<file path="src/rtl/sgd_momentum_update_unit_defines.svh">
// Assertion helpers shared by the block's modules.
// Each macro expects a clk and an rst_n in the enclosing module.
`ifndef SGD_MOMENTUM_UPDATE_UNIT_DEFINES_SVH
`define SGD_MOMENTUM_UPDATE_UNIT_DEFINES_SVH

// same-cycle implication
`define SGDMU_ASSERT_NOW(label, ante, cons, msg) \
  label: assert property (@(posedge clk) disable iff (!rst_n) (ante) |-> (cons)) \
    else $error(msg);

// next-cycle implication
`define SGDMU_ASSERT_NEXT(label, ante, cons, msg) \
  label: assert property (@(posedge clk) disable iff (!rst_n) (ante) |=> (cons)) \
    else $error(msg);

`endif

</file>
<file path="src/rtl/sgdmu_pkg.sv">
`timescale 1ns / 1ps
package sgdmu_pkg;

  localparam int IDX_W     = 12;
  localparam int DATA_W    = 32;
  localparam int CFG_W     = 17;
  localparam int CFG_IDX_W = 3;

  localparam logic [CFG_W-1:0] LR_RESET = 17'd655;

  typedef logic [IDX_W-1:0]         idx_t;
  typedef logic signed [DATA_W-1:0] data_t;

  typedef enum logic [CFG_IDX_W-1:0] {
    REG_LEARNING_RATE = 3'd0,
    REG_MOMENTUM      = 3'd1,
    REG_DAMPENING     = 3'd2,
    REG_DECAY         = 3'd3,
    REG_NESTEROV      = 3'd4
  } cfg_reg_t;

  typedef struct packed {
    data_t new_param;
    idx_t  index_out;
  } result_t;

  localparam data_t DATA_MAX = 32'sh7fff_ffff;
  localparam data_t DATA_MIN = 32'sh8000_0000;

  // saturate a one-bit-grown sum back to the data width
  function automatic data_t sat_data(input logic signed [DATA_W:0] v);
    data_t r;
    if (v[DATA_W] != v[DATA_W-1]) begin
      r = v[DATA_W] ? DATA_MIN : DATA_MAX;
    end else begin
      r = v[DATA_W-1:0];
    end
    return r;
  endfunction

endpackage

</file>
<file path="src/rtl/sgdmu_fifo.sv">
`timescale 1ns / 1ps
`include "sgd_momentum_update_unit_defines.svh"
module sgdmu_fifo import sgdmu_pkg::*; #(
  parameter int DEPTH = 16
) (
  input  logic    clk,
  input  logic    rst_n,
  input  logic    push,
  input  result_t push_data,
  output logic    pop_valid,
  input  logic    pop_ready,
  output result_t pop_data
);

  localparam int PTR_W = (DEPTH > 1) ? $clog2(DEPTH) : 1;
  localparam int CNT_W = $clog2(DEPTH + 1);

  result_t          mem_r [DEPTH];
  logic [PTR_W-1:0] wr_ptr_r;
  logic [PTR_W-1:0] rd_ptr_r;
  logic [CNT_W-1:0] count_r;
  logic             pop;

  assign pop_valid = (count_r != '0);
  assign pop       = pop_valid && pop_ready;
  assign pop_data  = mem_r[rd_ptr_r];

  always_ff @(posedge clk) begin
    if (!rst_n) begin
      wr_ptr_r <= '0;
      rd_ptr_r <= '0;
      count_r  <= '0;
    end else begin
      if (push) begin
        wr_ptr_r <= (wr_ptr_r == PTR_W'(DEPTH - 1)) ? '0 : wr_ptr_r + 1'b1;
      end
      if (pop) begin
        rd_ptr_r <= (rd_ptr_r == PTR_W'(DEPTH - 1)) ? '0 : rd_ptr_r + 1'b1;
      end
      if (push && !pop) begin
        count_r <= count_r + 1'b1;
      end else if (pop && !push) begin
        count_r <= count_r - 1'b1;
      end
    end
  end

  always_ff @(posedge clk) begin
    if (push) begin
      mem_r[wr_ptr_r] <= push_data;
    end
  end

  `SGDMU_ASSERT_NOW(a_fifo_no_overflow, push && !pop, count_r < CNT_W'(DEPTH), "fifo overflow")
  `SGDMU_ASSERT_NEXT(a_fifo_count_up, push && !pop, count_r == $past(count_r) + 1'b1, "count up")
  `SGDMU_ASSERT_NEXT(a_fifo_count_dn, pop && !push, count_r == $past(count_r) - 1'b1, "count dn")

endmodule

</file>
<file path="config.mk">
export PLATFORM = sky130hd
export DESIGN_NAME = sgdmu_fifo
export DESIGN_NICKNAME = d
export VERILOG_FILES = /design/src/rtl/sgdmu_pkg.sv /design/src/rtl/sgdmu_fifo.sv
export VERILOG_INCLUDE_DIRS = /design/src /design/src/rtl
export SDC_FILE = /design/constraint.sdc
export NUM_CORES = 1
export LEC_CHECK = 0
export BUFFER_PORTS_ARGS = -buffer_cell sky130_fd_sc_hd__buf_2
export CORE_UTILIZATION = 30
export DETAILED_ROUTE_END_ITERATION = 8
export GPL_TIMING_DRIVEN = 1
export PLACE_DENSITY = 0.47
export SLEW_MARGIN = 5
export SYNTH_ARGS = -nofsm -noshare
export SYNTH_HDL_FRONTEND = slang
export SYNTH_SLANG_ARGS = --single-unit
</file>
<file path="constraint.sdc">
create_clock -name clk -period 2.45 [get_ports clk]
set_input_delay 0.1225 -clock clk [delete_from_list [all_inputs] [get_ports clk]]
set_output_delay 0.1225 -clock clk [all_outputs]
set_load 0.05 [all_outputs]
</file>
Word level (Yosys, flattened, before mapping)
Memories as Yosys holds them, arrays and structs flattened. A register that Yosys moved wholly into a read port is not among the register bits. Cells that the tools add are included. W data, S select, Z words.

RAM bits: 704. Word-level logic and storage cells: 25. Bits in read-only memories: 0. Memories: 1. Output and inout bits: 45. Latch bits: 0. Register bits after elaboration: 13.

Memories: mem_r (words 16, bits a word 44, rd ports 1, clocked after memory_dff 1, write ports 1, line sgdmu_fifo.sv:18) `result_t mem_r [DEPTH];`.

Divide/modulo/power cells: 0. Add/subtract/negate cells: 4. Shift operators: 0. $mul: 0. Reductions and logical operators: 7. Bitwise logic cells: 0. Eq/ne operators: 2. Mux-type cells: 8. $lt $le $gt $ge: 0.

Operators by type and width (number): $mux W4 (4); $mux W5 (2); $add A4 B1 Y4 const B (2); $eq A4 B4 Y1 const B (2); $add A5 B1 Y5 const B (1); $reduce_bool A5 Y1 (1); $sub A5 B1 Y5 const B (1); $logic_and A1 B1 Y1 (3); $logic_not A1 Y1 (2); $mux W1 (2); $reduce_bool A2 Y1 (1).

Depth between registers and ports, before layout
Word-level depth: 5. Depth in mapped cells: 9. Depth with buffers taken out: 9.

Worst setup path after synthesis
OpenSTA, ideal clock, no wires.

Path kind: reg2reg. Start: reg count_r[1]. End: reg count_r[3]. Clock period less this slack: 2.585 ns. Path slack: -0.135 ns. Stages on the path, launching flop included: 10. Data arrival time: 2.522 ns. Path through: dfxtp_1 -> or4_1 -> o21ai_2 -> ha_1 -> inv_1 -> ha_1 -> a21o_1 -> a21oi_1 -> or4b_2 -> nand3_1.

Word-level cells in the longest chain between the ends: 5. Elaborated cells on any way between the ends: 10.

RTL lines: from (decl) (line sgdmu_fifo.sv:21) `logic [CNT_W-1:0] count_r;`; from (signal assigned) (line sgdmu_fifo.sv:41) `count_r <= count_r + 1'b1;`; from (signal assigned) (line sgdmu_fifo.sv:43) `count_r <= count_r - 1'b1;`; branches (longest 5 deep; another with $sub A5 B1 Y5).

Parallel ways; which one is timed is not known. The select of a mux whose other input is x is not followed. A chain may end at the register's enable or synchronous reset.

==> impl_results.md <==
* Status: complete, but fails checks
* Violated checks: setup timing
* Tmin final at 2660 ps
* Final core utilization at 38.1%
* Core Rows at 110
* Final wirelength at 69,600 microns
* Htree depth at 3
* Most frequent cell after synthesis: edfxtp_1
* Via count of the first global-routing pass at 13,900
* Synth area leader: edfxtp_1
* Root Driver: clkbuf_16
* Sink Count at 721
* Yosys warnings at 0
* Final WS setup at -207 ps
* Via density at 4.88
* Compound-Gate Fraction of Synth Area at 2.78%
* Area of the multi-input gates at 5890 sq um
* Setup crit end kind: output pin
* Post-Syn Area at 27,300 sq um
* Die W at 303 microns
* Die Y at 303 microns
* Share of post-route cells with drive strength above 1 at 39.0%
* Setup-failing EPs final at 44
* Post-synthesis cell type count at 35
* Syn_area_per_cell at 23.0 sq um
* Sequential share of the synthesized area at 78.8%
* Pin count of the biggest net entering global routing at 50
* Die area at 92,100 sq um
* DR pass1 iterations at 4
* R2R setup slack at 70 ps
* P&R area growth vs syn at 25.9%
* Top post-synthesis cells by area: edfxtp_1 78%, mux4_2 15%, a22oi_1 2.4%
* Total of max-cap violations at 0
* Clock skew at 24.1 ps
* Worst Max-Slew Pin Slew at 507 ps
* Adder-cell share of the synthesized area at 0.487%
* Fin. Hold Viols at 0
* Final HPWL DP at 35,600 microns
* # DRC at 0
* Antenna Nets Post-Route at 0
* Crit Path Max Fanout at 7
* Main combinational cell family by area after synthesis: multiplexers
* Synth async-reset ratio at 0%
* Top-area cell type share of the netlist area at 77.6%
* Crit path cell chain: buf_12 -> buf_12 -> buf_16 -> mux4_2 -> a22oi_1 -> nand2_1 -> buf_6
* Synth Flop Type: edfxtp_1
* Starting DRT DRC Count at 809
* Avg WL per Cell at 26.0 microns
* Synth top cells by count: 704 x edfxtp_1, 176 x mux4_2, 88 x a22oi_1
* Largest delay share family, worst path: buffers and inverters
* Register area at 21,500 sq um
* Post-route cell area at 34,300 sq um
* Global Route Usage Sum at 15.2%
* GPL Wtd Cong at 0.701
* Buffers & Inverters on Critical Path at 4
* Register bit total from synthesis at 721
* Grt total ovfl at 0
* Max Slew Vio Count at 0
* IO Pins at 93
* Post-synthesis instance total at 1,186
* RSZ-0062 raised after global routing: yes
* FMAX at 376 MHz
* Peak supply drop at 0.431 mV
* Worst path max stage delay at 500 ps
* Number of I/O port buffers at 92
* Post-DP Area at 29,900 sq um
* Max Root-Sink Buffers at 3
* Max stage delay cell, worst path: mux4_2
* Hold/Removal Path Class: input pin to flop
* Final #Nets at 1,495
* Initial core utilization at 30.3%
* TritonCTS clock tree: built
* Xor-xnor portion of the synthesized cell area at 0.129%
* Synthesized Nets at 1,244
* Crit start category: flop
* Pleak at 10.8 nW
* Worst path required time at 2330 ps
* Post-synthesis mux area share at 14.7%
* Kind of critical path: flop to output pin
* Total CTS buffers at 78
* Slew HR at 66.2%
* Most used cell, CP: buf_12
* Simple-gate area share of the yosys netlist at 1.80%
* Routed via count at 13,000
* First-pass GRT wire length at 99,300 microns
* Fin crit share at 108%
* Crit path DAT at 2530 ps
* Fill count at 8,148
* Initial antenna violation count at 5
* Core ar. at 90,000 sq um
* Pwr/cell area at 954 nW/um^2
* Post-synth EDFFs at 704
* Worst-Skew Late Latency at 620 ps
* Clock slew at reported path FFs at 60 ps
-- final cells by class --
cell class                      count  share of cell area (%)
Tap cell                         1176                    4.29
Inverter                            5                  0.0547
Multi-Input combinational cell    398                    17.2
Clock buffer                       88                    5.92
Antenna cell                        1                 0.00729
Timing Repair Buffer              233                    8.62
Clock inverter                     52                    1.34
Sequential cell                   721                    62.6
-- power breakdown --
part	internal [mW]	total (mW)	switching, mW
Clock	6.71	11.5	4.76
Sequential	13.7	13.8	0.117
Combinational	3.68	7.42	3.74
Total	24.1	32.7	8.62
-- registers in the layout, indices dropped and copies added (netlist names), named ones only --
signal and count:
count_r 5, mem_r 704, rd_ptr_r 4, wr_ptr_r 4
-- worst paths after layout --
check / start / end / depth (start not counted)
worst max-delay path: flop / pop_data[7] / 7
worst min-delay path: push_data[8] / mem_r[3][8] / 2
worst max register to register: count_r[4] / count_r[3] / 9
worst min register to register: count_r[4] / count_r[4] / 2
-- per-layer routing --
| layer | track usage (%) | wire length (microns) | vias to the layer above |
|---|---|---|---|
| met5 | 0 | 46 | - |
| met4 | 4.32 | 1260 | 8 |
| met3 | 2.50 | 2470 | 87 |
| met2 | 24.7 | 34200 | 233 |
| met1 | 21.1 | 31600 | 7142 |
| li1 | - | - | 5575 |
-- repair_timing --
item / in CTS / in global routing
endpoints found under the hold margin: 721 / 0
setup endpoints to repair: 45 / 46
hold buffers: 47 / 0
setup buffers: 15 / 2
cloned: 13 / 6
resized for setup: 126 / 79
pin swaps: 26 / 38
-- cell families after synthesis --
group           count (synthesis)
compound gates                103
fa+ha+maj                      10
xor+xnor                        4
simple gates                  101
flops                         721
mux                           180
buf+inv                        67
-- through the flow --
stage          hold slack [ps]  total power, mW  setup slack (ps)  instances  setup TNS, ps
6_report                   437             32.7              -207       2674          -6110
5_1_grt                    445             33.9              -268       2674          -9980
4_1_cts                    404             32.6              -242       2666          -8490
3_5_place_dp               473             19.7              14.2       2451              0
3_3_place_gp               469             19.7              55.8       2451              0
2_1_floorplan              221             18.2              74.1       1186              0
-- worst reg2reg max path: stages (launching register included) --
cell	delay, ps
dfxtp_1	320
or4_4	570
o21ai_4	180
ha_4	170
inv_2	80
ha_4	270
a21o_1	100
a21oi_1	80
or4b_4	470
nand3_1	90
-- cell usage in the layout (no fill, tap or decap), types with 3 or more instances in the layout --
cell type      Yosys  final
nand3_1            6      6
nand2_2            0     20
edfxtp_1         704    704
dlygate4sd3_1      0     47
and2_4             0     16
a21oi_1            4      3
a22oi_1           88     31
inv_1              5      4
ha_4               0      4
mux4_2           176    176
buf_8              0      3
clkinv_2           0     16
buf_6              8     44
xnor2_1            3      3
buf_4              8     23
clkinv_1           0     19
clkbuf_16          0     86
nand2b_1           4      4
buf_2             11     49
buf_12             0     40
ha_1               9      5
o21ai_0            4      4
buf_16             0     21
mux2i_1            4      4
clkinvlp_4         0      3
dfxtp_1           17     14
nor2_1             6      5
inv_6              0      3
bufinv_16          0      7
and2_1            23      6
clkbuf_1          33      8
a22oi_2            0     57
nand2_1           52     32
No activity file was read; power rests on OpenSTA's default activity.
